===== config.mk =====
export PLATFORM = sky130hd
export DESIGN_NAME = deadline_miss_monitor_flat
export DESIGN_NICKNAME = d
export VERILOG_FILES = /design/src/dmm_pkg.sv /design/src/dmm_if.sv /design/src/dmm_div.sv /design/src/dmm_stats.sv /design/src/deadline_miss_monitor.sv /design/src/flat_wrapper.sv
export SDC_FILE = /design/constraint.sdc
export NUM_CORES = 2
export LEC_CHECK = 0
export ABC_AREA = 0
export BUFFER_PORTS_ARGS = -buffer_cell sky130_fd_sc_hd__buf_2
export CORE_ASPECT_RATIO = 2
export CORE_MARGIN = 3
export CORE_UTILIZATION = 35
export DETAILED_ROUTE_END_ITERATION = 12
export GPL_TIMING_DRIVEN = 1
export PLACE_DENSITY = 0.56
export SLEW_MARGIN = 20
export SYNTH_ARGS = -nofsm -noshare
export SYNTH_HDL_FRONTEND = slang
export SYNTH_SLANG_ARGS = --single-unit

===== constraint.sdc =====
create_clock -name i_clk -period 31.6 [get_ports i_clk]
set_clock_uncertainty 0.05 [all_clocks]
set_input_delay 1.58 -clock i_clk [delete_from_list [all_inputs] [get_ports i_clk]]
set_output_delay 1.58 -clock i_clk [all_outputs]
set_load 0.01 [all_outputs]

===== src/dmm_pkg.sv =====
`timescale 1ns / 1ps

package dmm_pkg;

    localparam logic [31:0] PERIOD_RESET = 32'd1000000;
    localparam logic [31:0] CNT_MAX      = 32'hFFFF_FFFF;

    localparam logic OP_START  = 1'b0;
    localparam logic OP_WAKEUP = 1'b1;

    typedef enum logic [2:0] {
        S_IDLE,
        S_START,
        S_LATE,
        S_DIV,
        S_MUL,
        S_ADV,
        S_DEAD,
        S_OUT
    } t_state;

    typedef struct packed {
        logic clear;
        logic update;
    } t_stat_cmd;

    typedef struct packed {
        logic [31:0] cycle;
        logic [31:0] late_cycles;
        logic [31:0] missed_sum;
    } t_counters;

endpackage


===== src/dmm_if.sv =====
`timescale 1ns / 1ps

interface dmm_in_if #(
    parameter int TIME_BITS = 63
);
    logic                 valid;
    logic                 ready;
    logic                 op;
    logic [TIME_BITS-1:0] event_time;
    logic [31:0]          execution_time;

    modport source (output valid, op, event_time, execution_time, input ready);
    modport sink (input valid, op, event_time, execution_time, output ready);
endinterface

interface dmm_out_if #(
    parameter int TIME_BITS = 63
);
    logic                 valid;
    logic                 ready;
    logic [31:0]          cycle_index;
    logic [TIME_BITS-1:0] due_time;
    logic [TIME_BITS-1:0] lateness;
    logic [31:0]          missed_count;
    logic [31:0]          late_cycle_total;
    logic [31:0]          missed_period_total;
    logic [TIME_BITS-1:0] min_late;
    logic [TIME_BITS-1:0] max_late;
    logic [31:0]          min_exec;
    logic [31:0]          max_exec;

    modport source (
        output valid, cycle_index, due_time, lateness, missed_count, late_cycle_total,
               missed_period_total, min_late, max_late, min_exec, max_exec,
        input  ready
    );
    modport sink (
        input  valid, cycle_index, due_time, lateness, missed_count, late_cycle_total,
               missed_period_total, min_late, max_late, min_exec, max_exec,
        output ready
    );
endinterface


===== src/dmm_div.sv =====
`timescale 1ns / 1ps

module dmm_div #(
    parameter int TIME_BITS = 63
) (
    input  logic                 i_clk,
    input  logic                 i_rst_n,
    input  logic                 i_start,
    input  logic [TIME_BITS-1:0] i_dividend,
    input  logic [31:0]          i_divisor,
    output logic                 o_done,
    output logic [TIME_BITS-1:0] o_quot
);

    localparam int CW = $clog2(TIME_BITS);
    localparam logic [CW-1:0] LAST = CW'(TIME_BITS - 1);

    logic                 r_busy;
    logic [CW-1:0]        r_cnt;
    logic [31:0]          r_rem;
    logic [TIME_BITS-1:0] r_quot;
    logic [31:0]          r_div;

    logic [32:0] w_shift;
    logic        w_ge;
    logic [32:0] w_diff;

    assign w_shift = {r_rem, r_quot[TIME_BITS-1]};
    assign w_ge    = w_shift >= {1'b0, r_div};
    assign w_diff  = w_shift - {1'b0, r_div};
    assign o_done  = r_busy && (r_cnt == LAST);
    assign o_quot  = {r_quot[TIME_BITS-2:0], w_ge};

    always_ff @(posedge i_clk) begin
        if (!i_rst_n) begin
            r_busy <= 1'b0;
            r_cnt  <= '0;
        end else if (i_start) begin
            r_busy <= 1'b1;
            r_cnt  <= '0;
        end else if (r_busy) begin
            r_cnt <= r_cnt + 1'b1;
            if (r_cnt == LAST) begin
                r_busy <= 1'b0;
            end
        end
    end

    always_ff @(posedge i_clk) begin
        if (i_start) begin
            r_rem  <= '0;
            r_quot <= i_dividend;
            r_div  <= i_divisor;
        end else if (r_busy) begin
            r_rem  <= w_ge ? w_diff[31:0] : w_shift[31:0];
            r_quot <= {r_quot[TIME_BITS-2:0], w_ge};
        end
    end

endmodule


===== src/dmm_stats.sv =====
`timescale 1ns / 1ps

module dmm_stats
    import dmm_pkg::*;
#(
    parameter int TIME_BITS = 63
) (
    input  logic                 i_clk,
    input  logic                 i_rst_n,
    input  t_stat_cmd            i_cmd,
    input  logic [TIME_BITS-1:0] i_late,
    input  logic [31:0]          i_exec,
    input  logic [31:0]          i_missed,
    output t_counters            o_cnt,
    output logic [TIME_BITS-1:0] o_min_late,
    output logic [TIME_BITS-1:0] o_max_late,
    output logic [31:0]          o_min_exec,
    output logic [31:0]          o_max_exec
);

    t_counters            r_cnt;
    logic [TIME_BITS-1:0] r_min_late;
    logic [TIME_BITS-1:0] r_max_late;
    logic [31:0]          r_min_exec;
    logic [31:0]          r_max_exec;
    logic                 r_seeded;

    logic [32:0] w_sum;

    assign w_sum = {1'b0, r_cnt.missed_sum} + {1'b0, i_missed};

    always_ff @(posedge i_clk) begin
        if (!i_rst_n || i_cmd.clear) begin
            r_cnt      <= '0;
            r_min_late <= '0;
            r_max_late <= '0;
            r_min_exec <= '0;
            r_max_exec <= '0;
            r_seeded   <= 1'b0;
        end else if (i_cmd.update) begin
            r_seeded <= 1'b1;
            if (!r_seeded || i_late < r_min_late) begin
                r_min_late <= i_late;
            end
            if (!r_seeded || i_late > r_max_late) begin
                r_max_late <= i_late;
            end
            if (!r_seeded || i_exec < r_min_exec) begin
                r_min_exec <= i_exec;
            end
            if (!r_seeded || i_exec > r_max_exec) begin
                r_max_exec <= i_exec;
            end
            if (r_cnt.cycle != CNT_MAX) begin
                r_cnt.cycle <= r_cnt.cycle + 32'd1;
            end
            r_cnt.missed_sum <= w_sum[32] ? CNT_MAX : w_sum[31:0];
            if (i_missed != '0 && r_cnt.late_cycles != CNT_MAX) begin
                r_cnt.late_cycles <= r_cnt.late_cycles + 32'd1;
            end
        end
    end

    assign o_cnt      = r_cnt;
    assign o_min_late = r_min_late;
    assign o_max_late = r_max_late;
    assign o_min_exec = r_min_exec;
    assign o_max_exec = r_max_exec;

endmodule


===== src/deadline_miss_monitor.sv =====
`timescale 1ns / 1ps

// Channel   Dir  Handshake          Payload
// i_in      in   valid/ready        op, event_time, execution_time
// o_out     out  valid/ready        cycle_index .. max_exec, one item per wakeup
// i_cfg_*   in   write enable only  period_ns
//
// A start item passes through S_START; a wakeup item passes through S_LATE,
// S_DIV (the bit-serial divider that forms the missed count), S_MUL, S_ADV,
// S_DEAD and S_OUT. One item is in flight at a time; the next input item is
// taken while a result still waits in the output register, and a wakeup waits
// at its end for that register to drain. Reset is synchronous and active low
// and clears the deadline, the statistics and the period (to 1 ms).

module deadline_miss_monitor
    import dmm_pkg::*;
#(
    parameter int TIME_BITS = 63
) (
    input  logic        i_clk,
    input  logic        i_rst_n,
    dmm_in_if.sink      i_in,
    dmm_out_if.source   o_out,
    input  logic        i_cfg_we,
    input  logic [31:0] i_cfg_wdata
);

    localparam logic [TIME_BITS-1:0] TIME_MAX = {TIME_BITS{1'b1}};

    t_state r_state;
    t_state n_state;

    logic [31:0]          r_period;
    logic [TIME_BITS-1:0] r_deadline;
    logic [TIME_BITS-1:0] r_t;
    logic [31:0]          r_exec;
    logic [TIME_BITS-1:0] r_late;
    logic [31:0]          r_missed;
    logic [31:0]          r_idx;
    logic [TIME_BITS-1:0] r_due;
    logic [63:0]          r_prod;
    logic [63:0]          r_adv;

    logic                 r_out_valid;
    logic [31:0]          r_o_idx;
    logic [TIME_BITS-1:0] r_o_due;
    logic [TIME_BITS-1:0] r_o_late;
    logic [31:0]          r_o_missed;
    t_counters            r_o_cnt;
    logic [TIME_BITS-1:0] r_o_min_late;
    logic [TIME_BITS-1:0] r_o_max_late;
    logic [31:0]          r_o_min_exec;
    logic [31:0]          r_o_max_exec;

    logic [31:0]          w_eff;
    logic [TIME_BITS:0]   w_start_sum;
    logic [TIME_BITS-1:0] w_late;
    logic [63:0]          w_quot;
    logic [63:0]          w_prod;
    logic [64:0]          w_dead_sum;
    logic                 w_in_ready;
    logic                 w_accept;
    logic                 w_div_start;
    logic                 w_div_done;
    logic [TIME_BITS-1:0] w_div_quot;
    logic                 w_load;
    t_stat_cmd            w_cmd;

    t_counters            w_cnt;
    logic [TIME_BITS-1:0] w_min_late;
    logic [TIME_BITS-1:0] w_max_late;
    logic [31:0]          w_min_exec;
    logic [31:0]          w_max_exec;

    assign w_eff       = (r_period == '0) ? 32'd1 : r_period;
    assign w_start_sum = {1'b0, r_t} + (TIME_BITS + 1)'(w_eff);
    assign w_late      = (r_t > r_deadline) ? (r_t - r_deadline) : '0;
    assign w_quot      = 64'(w_div_quot);
    assign w_prod      = 64'(w_eff) * 64'(r_missed);
    assign w_dead_sum  = 65'(r_deadline) + {1'b0, r_adv};
    assign w_accept    = i_in.valid && w_in_ready;
    assign i_in.ready  = w_in_ready;

    dmm_div #(
        .TIME_BITS (TIME_BITS)
    ) u_div (
        .i_clk      (i_clk),
        .i_rst_n    (i_rst_n),
        .i_start    (w_div_start),
        .i_dividend (w_late),
        .i_divisor  (w_eff),
        .o_done     (w_div_done),
        .o_quot     (w_div_quot)
    );

    dmm_stats #(
        .TIME_BITS (TIME_BITS)
    ) u_stats (
        .i_clk      (i_clk),
        .i_rst_n    (i_rst_n),
        .i_cmd      (w_cmd),
        .i_late     (r_late),
        .i_exec     (r_exec),
        .i_missed   (r_missed),
        .o_cnt      (w_cnt),
        .o_min_late (w_min_late),
        .o_max_late (w_max_late),
        .o_min_exec (w_min_exec),
        .o_max_exec (w_max_exec)
    );

    always_comb begin
        n_state = r_state;
        case (r_state)
            S_IDLE: begin
                if (i_in.valid) begin
                    n_state = (i_in.op == OP_START) ? S_START : S_LATE;
                end
            end
            S_START: n_state = S_IDLE;
            S_LATE:  n_state = S_DIV;
            S_DIV: begin
                if (w_div_done) begin
                    n_state = S_MUL;
                end
            end
            S_MUL:  n_state = S_ADV;
            S_ADV:  n_state = S_DEAD;
            S_DEAD: n_state = S_OUT;
            S_OUT: begin
                if (!r_out_valid || o_out.ready) begin
                    n_state = S_IDLE;
                end
            end
            default: n_state = S_IDLE;
        endcase
    end

    always_comb begin
        w_in_ready  = 1'b0;
        w_div_start = 1'b0;
        w_cmd       = '0;
        w_load      = 1'b0;
        case (r_state)
            S_IDLE:  w_in_ready  = 1'b1;
            S_START: w_cmd.clear = 1'b1;
            S_LATE:  w_div_start = 1'b1;
            S_MUL:   w_cmd.update = 1'b1;
            S_OUT:   w_load = !r_out_valid || o_out.ready;
            default: w_in_ready = 1'b0;
        endcase
    end

    always_ff @(posedge i_clk) begin
        if (!i_rst_n) begin
            r_state     <= S_IDLE;
            r_period    <= PERIOD_RESET;
            r_deadline  <= '0;
            r_out_valid <= 1'b0;
        end else begin
            r_state <= n_state;
            if (i_cfg_we) begin
                r_period <= i_cfg_wdata;
            end
            if (r_state == S_START) begin
                r_deadline <= w_start_sum[TIME_BITS] ? TIME_MAX : w_start_sum[TIME_BITS-1:0];
            end else if (r_state == S_DEAD) begin
                r_deadline <= (w_dead_sum > 65'(TIME_MAX)) ? TIME_MAX
                                                           : w_dead_sum[TIME_BITS-1:0];
            end
            if (w_load) begin
                r_out_valid <= 1'b1;
            end else if (o_out.ready) begin
                r_out_valid <= 1'b0;
            end
        end
    end

    always_ff @(posedge i_clk) begin
        if (w_accept) begin
            r_t    <= i_in.event_time;
            r_exec <= i_in.execution_time;
        end
        if (r_state == S_LATE) begin
            r_late <= w_late;
        end
        if (r_state == S_DIV && w_div_done) begin
            r_missed <= (w_quot[63:32] != '0) ? CNT_MAX : w_quot[31:0];
        end
        if (r_state == S_MUL) begin
            r_prod <= w_prod;
            r_idx  <= w_cnt.cycle;
        end
        if (r_state == S_ADV) begin
            r_adv <= r_prod + 64'(w_eff);
        end
        if (r_state == S_DEAD) begin
            r_due <= r_deadline;
        end
        if (w_load) begin
            r_o_idx      <= r_idx;
            r_o_due      <= r_due;
            r_o_late     <= r_late;
            r_o_missed   <= r_missed;
            r_o_cnt      <= w_cnt;
            r_o_min_late <= w_min_late;
            r_o_max_late <= w_max_late;
            r_o_min_exec <= w_min_exec;
            r_o_max_exec <= w_max_exec;
        end
    end

    assign o_out.valid               = r_out_valid;
    assign o_out.cycle_index         = r_o_idx;
    assign o_out.due_time            = r_o_due;
    assign o_out.lateness            = r_o_late;
    assign o_out.missed_count        = r_o_missed;
    assign o_out.late_cycle_total    = r_o_cnt.late_cycles;
    assign o_out.missed_period_total = r_o_cnt.missed_sum;
    assign o_out.min_late            = r_o_min_late;
    assign o_out.max_late            = r_o_max_late;
    assign o_out.min_exec            = r_o_min_exec;
    assign o_out.max_exec            = r_o_max_exec;

    a_div_done_in_div: assert property (@(posedge i_clk) disable iff (!i_rst_n)
        w_div_done |-> r_state == S_DIV)
        else $error("divider finished outside the divide state");

    a_missed_vs_late: assert property (@(posedge i_clk) disable iff (!i_rst_n)
        r_out_valid |-> ((r_o_missed == '0) == (64'(r_o_late) < 64'(w_eff))))
        else $error("missed count disagrees with lateness and period");

    a_totals_order: assert property (@(posedge i_clk) disable iff (!i_rst_n)
        r_out_valid |-> r_o_cnt.late_cycles <= r_o_cnt.missed_sum)
        else $error("late cycle total exceeds missed period total");

    a_extremes_order: assert property (@(posedge i_clk) disable iff (!i_rst_n)
        r_out_valid |-> (r_o_min_late <= r_o_max_late) && (r_o_min_exec <= r_o_max_exec))
        else $error("minimum exceeds maximum in reported statistics");

endmodule


===== src/flat_wrapper.sv =====
// flat-port wrapper written by rule: the top's interface ports become plain ports
module deadline_miss_monitor_flat import dmm_pkg::*;
#(
    parameter int TIME_BITS = 63
)
  (i_clk, i_rst_n, i_cfg_we, i_cfg_wdata, i_in_valid, i_in_op, i_in_event_time, i_in_execution_time, i_in_ready, o_out_valid, o_out_cycle_index, o_out_due_time, o_out_lateness, o_out_missed_count, o_out_late_cycle_total, o_out_missed_period_total, o_out_min_late, o_out_max_late, o_out_min_exec, o_out_max_exec, o_out_ready);
  dmm_in_if #(.TIME_BITS(TIME_BITS)) i_in_i ();
  dmm_out_if #(.TIME_BITS(TIME_BITS)) o_out_i ();
  input  logic i_clk;
  input  logic i_rst_n;
  input  logic i_cfg_we;
  input  logic [31:0] i_cfg_wdata;
  input wire logic [$bits(i_in_i.valid)-1:0] i_in_valid;
  input wire logic [$bits(i_in_i.op)-1:0] i_in_op;
  input wire logic [$bits(i_in_i.event_time)-1:0] i_in_event_time;
  input wire logic [$bits(i_in_i.execution_time)-1:0] i_in_execution_time;
  output wire logic [$bits(i_in_i.ready)-1:0] i_in_ready;
  output wire logic [$bits(o_out_i.valid)-1:0] o_out_valid;
  output wire logic [$bits(o_out_i.cycle_index)-1:0] o_out_cycle_index;
  output wire logic [$bits(o_out_i.due_time)-1:0] o_out_due_time;
  output wire logic [$bits(o_out_i.lateness)-1:0] o_out_lateness;
  output wire logic [$bits(o_out_i.missed_count)-1:0] o_out_missed_count;
  output wire logic [$bits(o_out_i.late_cycle_total)-1:0] o_out_late_cycle_total;
  output wire logic [$bits(o_out_i.missed_period_total)-1:0] o_out_missed_period_total;
  output wire logic [$bits(o_out_i.min_late)-1:0] o_out_min_late;
  output wire logic [$bits(o_out_i.max_late)-1:0] o_out_max_late;
  output wire logic [$bits(o_out_i.min_exec)-1:0] o_out_min_exec;
  output wire logic [$bits(o_out_i.max_exec)-1:0] o_out_max_exec;
  input wire logic [$bits(o_out_i.ready)-1:0] o_out_ready;
  assign i_in_i.valid = i_in_valid;
  assign i_in_i.op = i_in_op;
  assign i_in_i.event_time = i_in_event_time;
  assign i_in_i.execution_time = i_in_execution_time;
  assign i_in_ready = i_in_i.ready;
  assign o_out_valid = o_out_i.valid;
  assign o_out_cycle_index = o_out_i.cycle_index;
  assign o_out_due_time = o_out_i.due_time;
  assign o_out_lateness = o_out_i.lateness;
  assign o_out_missed_count = o_out_i.missed_count;
  assign o_out_late_cycle_total = o_out_i.late_cycle_total;
  assign o_out_missed_period_total = o_out_i.missed_period_total;
  assign o_out_min_late = o_out_i.min_late;
  assign o_out_max_late = o_out_i.max_late;
  assign o_out_min_exec = o_out_i.min_exec;
  assign o_out_max_exec = o_out_i.max_exec;
  assign o_out_i.ready = o_out_ready;
  deadline_miss_monitor #(.TIME_BITS(TIME_BITS)) u_core (.i_clk(i_clk), .i_rst_n(i_rst_n), .i_in(i_in_i), .o_out(o_out_i), .i_cfg_we(i_cfg_we), .i_cfg_wdata(i_cfg_wdata));
endmodule

# Yosys cells after proc, flatten, opt, wreduce, memory -nomap -nowiden
# Cells that the tools add are included.
# totals
in_bits,133
regBits,1377
wordCells,119
output_inout_bits,446
# op_classes
reduce_logical,28
addsub,9
n_mul,1
muxes,25
bitwise,1
n_eq_ne,13
order_cmp,7
# ops
cell,n
$mux 63,7
$gt 63x63->1,2
$mux 32,3
$add 63x64->65,1
$gt 65x63->1 const B,1
$add 32x1->32 const B,2
$add 63x32->64,1
$add 64x32->64,1
$mul 32x32->64,1
$ne 32x32->1 const B,2
$reduce_bool 32->1,2
$lt 63x63->1,1
$sub 63x63->63,1
$add 32x32->33,1
$ge 33x32->1,1
$gt 32x32->1,1
$logic_not 32->1,1
$lt 32x32->1,1
$sub 32x32->32,1
$pmux 3 s8,1
$eq 3x3->1 const B,4
$reduce_and 2->1,6
$mux 1,10
$mux 3,3
15 further kinds,29

# Logic depth before layout (Yosys ltp)
# logic_depth
ltp_word,5
mapped_depth,34

# Hierarchy
# A second synthesis with hierarchy kept.
# hier_totals
hier_cells,9769
area_unflattened_um2,100432.6
# by_module_without_submodules
module,seq_area_each_um2,area_each_um2,n_inst,cells_each
deadline_miss_monitor,27716.6,75421.1,1,6926
dmm_stats,5745.5,17142.7,1,2097
dmm_div,3633.5,7868.8,1,746

# Worst setup path after synthesis
# OpenSTA, ideal clock, no wires.
# synth_timing
kind,input port to flip-flop
startpoint,input port o_out_ready
endpoint,register u_core.r_o_idx[0] (netlist: u_core.o_out.cycle_index[0]) (enable)
cell_stages,2
slack_ns,9.081
setup_ns,1.312
n_path_buf,0
required_time_ns,30.238
arrival_time_ns,21.157
path_cell_list,nand2b_1 nor2b_1
# synth_via
elab_chain_cells,2
# synth_rtl
element,line,text
"start, declared",flat_wrapper.sv:29,input wire logic [$bits(o_out_i.ready)-1:0] o_out_ready;
$logic_or 1x1->1,deadline_miss_monitor.sv:149,S_OUT: w_load = !r_out_valid || o_out.ready;
$mux 1,deadline_miss_monitor.sv:144,case (r_state)
via u_core.w_load,deadline_miss_monitor.sv:66,logic w_load;
"end signal, assigned",deadline_miss_monitor.sv:201,r_o_idx <= r_idx;
"end, declared",deadline_miss_monitor.sv:45,logic [31:0] r_o_idx;
# The timed path passes the listed nets, and every way through them passes these cells.
# A chain may end at the register's enable or synchronous reset.

# Worst setup path after layout
# layout_timing
startpoint,register u_core.r_period[27]
endpoint,"register u_core.r_prod[63], data pin"
# layout_via
elab_chain_cells,3
# layout_rtl
element,line,text
"start, declared",deadline_miss_monitor.sv:33,logic [31:0] r_period;
"start signal, assigned",deadline_miss_monitor.sv:163,r_period <= i_cfg_wdata;
$logic_not 32->1,deadline_miss_monitor.sv:75,assign w_eff = (r_period == '0) ? 32'd1 : r_period;
$mux 32 *,deadline_miss_monitor.sv:75,
$mul 32x32->64 *,deadline_miss_monitor.sv:79,assign w_prod = 64'(w_eff) * 64'(r_missed);
via u_core.w_prod[63],deadline_miss_monitor.sv:59,logic [63:0] w_prod;
"end signal, assigned",deadline_miss_monitor.sv:191,r_prod <= w_prod;
"end, declared",deadline_miss_monitor.sv:41,logic [63:0] r_prod;
# Mark *: on every way through the listed nets, which the timed path passes. The rest lies on a longest branch.

==> impl_metrics.prom <==
# TYPE chip_impl_metric gauge
chip_impl_info{name="run_status",value="finished clean"} 1
chip_impl_metric{name="final_core_util",unit="%"} 39.43
chip_impl_metric{name="detail_route.iter0.violations",unit=""} 4150
chip_impl_metric{name="vias",unit=""} 71700
chip_impl_info{name="worst_path_max_delay_cell",value="fa_1"} 1
chip_impl_metric{name="critPathMaxFanout",unit=""} 37
chip_impl_info{name="path_class",value="register to register"} 1
chip_impl_metric{name="post_cts_resized",unit=""} 0
chip_impl_metric{name="ios",unit=""} 579
chip_impl_metric{name="synth_seq_area_share",unit="%"} 37.70
chip_impl_metric{name="setup_tns",unit="ps"} 0
chip_impl_info{name="grt_setup_unrepaired",value="false"} 1
chip_impl_info{name="crit_path_frequent_cell",value="fa_1"} 1
chip_impl_info{name="end_kind",value="register"} 1
chip_impl_metric{name="worst_ep_required_time",unit="ps"} 32090
chip_impl_metric{name="min_period_over_period",unit="%"} 33.06
chip_impl_metric{name="chipWidth",unit="microns"} 380.9
chip_impl_metric{name="drv_cap",unit=""} 0
chip_impl_metric{name="post-route-min-period",unit="ps"} 10450
chip_impl_metric{name="post_cts_hold_buffer_count",unit=""} 0
chip_impl_metric{name="syn_inst",unit=""} 9387
chip_impl_metric{name="syn_area_per_cell",unit="sq um"} 10.48
chip_impl_metric{name="initial_core_util",unit="%"} 35.26
chip_impl_metric{name="via_count_of_the_first_global_routing_pass",unit=""} 75730
chip_impl_metric{name="grt_max_degree",unit=""} 90
chip_impl_metric{name="dpl.hpwl",unit="microns"} 263100
chip_impl_metric{name="finish.net_count",unit=""} 11540
chip_impl_info{name="cp-startpoint",value="u_core.r_period[27]"} 1
chip_impl_metric{name="max_slew.worst_pin.slew",unit="ps"} 1202
chip_impl_metric{name="grt_pass1_wl",unit="microns"} 492600
chip_impl_metric{name="synth-warning-count",unit=""} 0
chip_impl_metric{name="htree_levels",unit=""} 4
chip_impl_metric{name="synth_xor_xnor_area_share",unit="%"} 3.454
chip_impl_metric{name="worst-path-buf-inv",unit=""} 5
chip_impl_metric{name="layout-area-overhead-vs-synth",unit="%"} 11.82
chip_impl_info{name="cts.root.buffer_cell",value="clkbuf_16"} 1
chip_impl_metric{name="slew_margin_rel",unit="%"} 17.82
chip_impl_metric{name="synth.lib_cells_used.distinct",unit=""} 96
chip_impl_metric{name="fmax",unit="GHz"} 0.09572
chip_impl_metric{name="mappedNetlistArea",unit="sq um"} 98390
chip_impl_metric{name="largest_register_ff_count",unit=""} 96
chip_impl_metric{name="drc_errors",unit=""} 0
chip_impl_metric{name="drt_first_pass_iters",unit=""} 6
chip_impl_metric{name="synth_nets",unit=""} 11130
chip_impl_metric{name="cts.path.max_buffers",unit=""} 4
chip_impl_metric{name="rows",unit=""} 274
chip_impl_metric{name="clock_pin_slew_on_the_worst_setup_and_hold_paths",unit="ps"} 70
chip_impl_metric{name="tritoncts.num_buffers",unit=""} 142
chip_impl_metric{name="core",unit="sq um"} 279100
chip_impl_info{name="layout_common_cells",value="inv_1, edfxtp_1, fa_1"} 1
chip_impl_info{name="min_path_type",value="register to register"} 1
chip_impl_info{name="worstSetupStartpointType",value="register"} 1
chip_impl_metric{name="die-height",unit="microns"} 755.8
chip_impl_metric{name="postRouteAntennaNets",unit=""} 0
chip_impl_metric{name="fin_hold_ws",unit="ps"} 359.2
chip_impl_metric{name="timing_max_transition_violations_final",unit=""} 0
chip_impl_metric{name="routed_via_density",unit=""} 5.255
chip_impl_metric{name="ys_ff_latch",unit=""} 1377
chip_impl_metric{name="post-cts-setup-buffers",unit=""} 0
chip_impl_metric{name="synth-async-reset-ratio",unit="%"} 0
chip_impl_info{name="cell_family_contributing_the_most_delay_on_the_critical_path",value="adder cells"} 1
chip_impl_metric{name="layout.filler_cells",unit=""} 27310
chip_impl_info{name="combinational_family_with_the_most_area_after_synthesis",value="adder cells"} 1
chip_impl_metric{name="synth_simple_gate_area_share",unit="%"} 13.38
chip_impl_metric{name="synth_enable_flop_cells",unit=""} 952
chip_impl_metric{name="place_congestion",unit=""} 0.9589
chip_impl_info{name="hold_path_startpoint",value="u_core.r_due[13]"} 1
chip_impl_metric{name="worst_ep_arrival_time",unit="ps"} 10940
chip_impl_metric{name="synth-adder-area-share",unit="%"} 27.37
chip_impl_metric{name="cp_slowest_stage_delay",unit="ps"} 580
chip_impl_metric{name="initial_antenna_violation_count",unit=""} 46
chip_impl_metric{name="portBuffers",unit=""} 578
chip_impl_metric{name="setup_viols_final",unit=""} 0
chip_impl_metric{name="post_route_cells_drive_above_1_share",unit="%"} 10.77
chip_impl_info{name="synth_flop_cell",value="edfxtp_1"} 1
chip_impl_info{name="rr_startpoint",value="u_core.r_period[27]"} 1
chip_impl_metric{name="final_hold_viol_count",unit=""} 0
chip_impl_metric{name="grt.total_usage",unit="%"} 22.99
chip_impl_metric{name="post_drt_wl_per_cell",unit="microns"} 24.72
chip_impl_metric{name="muxShareOfSynthArea",unit="%"} 2.364
chip_impl_info{name="tritoncts",value="yes"} 1
chip_impl_metric{name="die_area",unit="sq um"} 287900
chip_impl_metric{name="grt-ovfl-total",unit=""} 0
chip_impl_metric{name="clock_latency",unit="ps"} 820
chip_impl_info{name="mostFrequentLayoutCell",value="inv_1"} 1
chip_impl_metric{name="synth_compound_gate_area_share",unit="%"} 9.330
chip_impl_metric{name="drt-total-wl",unit="microns"} 337300
chip_impl_metric{name="cts.sink_count",unit=""} 1377
==> stage by stage <==
step                      area, sq um  worst slack [ps]  std cells
final                          110000             21150      13640
after global routing           110000             20800      13630
after CTS                      109900             21120      13620
after detailed placement       105300             21160      13380
after global placement         105300             21050      13380
after floorplan                 98390              9081       9387
==> cell usage after synthesis, drive strengths merged, types with 57 or more instances <==
cell	count	share of area, %
edfxtp	952	29
dfxtp	425	8.6
fa	902	18
nand2b	57	0.36
nor3	87	0.51
nand4	108	0.69
xor2	182	1.6
nand3	114	0.58
xnor2	206	1.8
nand2	871	3.3
a21o	228	1.7
mux2i	175	1.8
nor2	563	2.2
and3	64	0.41
a21oi	512	2.6
o21ai	272	1.4
clkbuf	393	1.5
inv	1221	4.7
and2	613	3.9
ha	709	9.0
==> cells by family after synthesis <==
kind of cell    after synthesis
mux                         226
buf+inv                    1662
fa+ha+maj                  1611
simple gates               2690
compound gates             1433
xor+xnor                    388
flops                      1377
==> final cells by class <==
class | count | area, sq um | share of cell area (%)
tap | 3726 | 4662 | 4.237
multi-input combinational | 6348 | 55130 | 50.11
clock inverter | 64 | 735.7 | 0.6687
antenna | 19 | 47.55 | 0.04321
inverter | 1223 | 4601 | 4.182
clock buffer | 184 | 3895 | 3.540
sequential | 1377 | 37100 | 33.72
timing repair buffer | 703 | 3855 | 3.504
==> per-layer routing <==
layer	track usage, %	share of wire, %
met1	23.81	34
met3	3.486	5.4
met5	0	0.079
met4	15.55	7.9
met2	42.54	52
==> path summary, 6_finish.rpt <==
kind | slack (ps) | end | cells after the start
setup / recovery | 21150 | u_core.r_prod[63] | 31
setup reg to reg | 21150 | u_core.r_prod[63] | 31
hold reg to reg | 360 | u_core.o_out.due_time[13] | 0
hold / removal | 360 | u_core.o_out.due_time[13] | 0
Power is left out: the tool's default activity adds up to more than one toggle a clock period on the data nets, which glitch-free logic cannot reach.
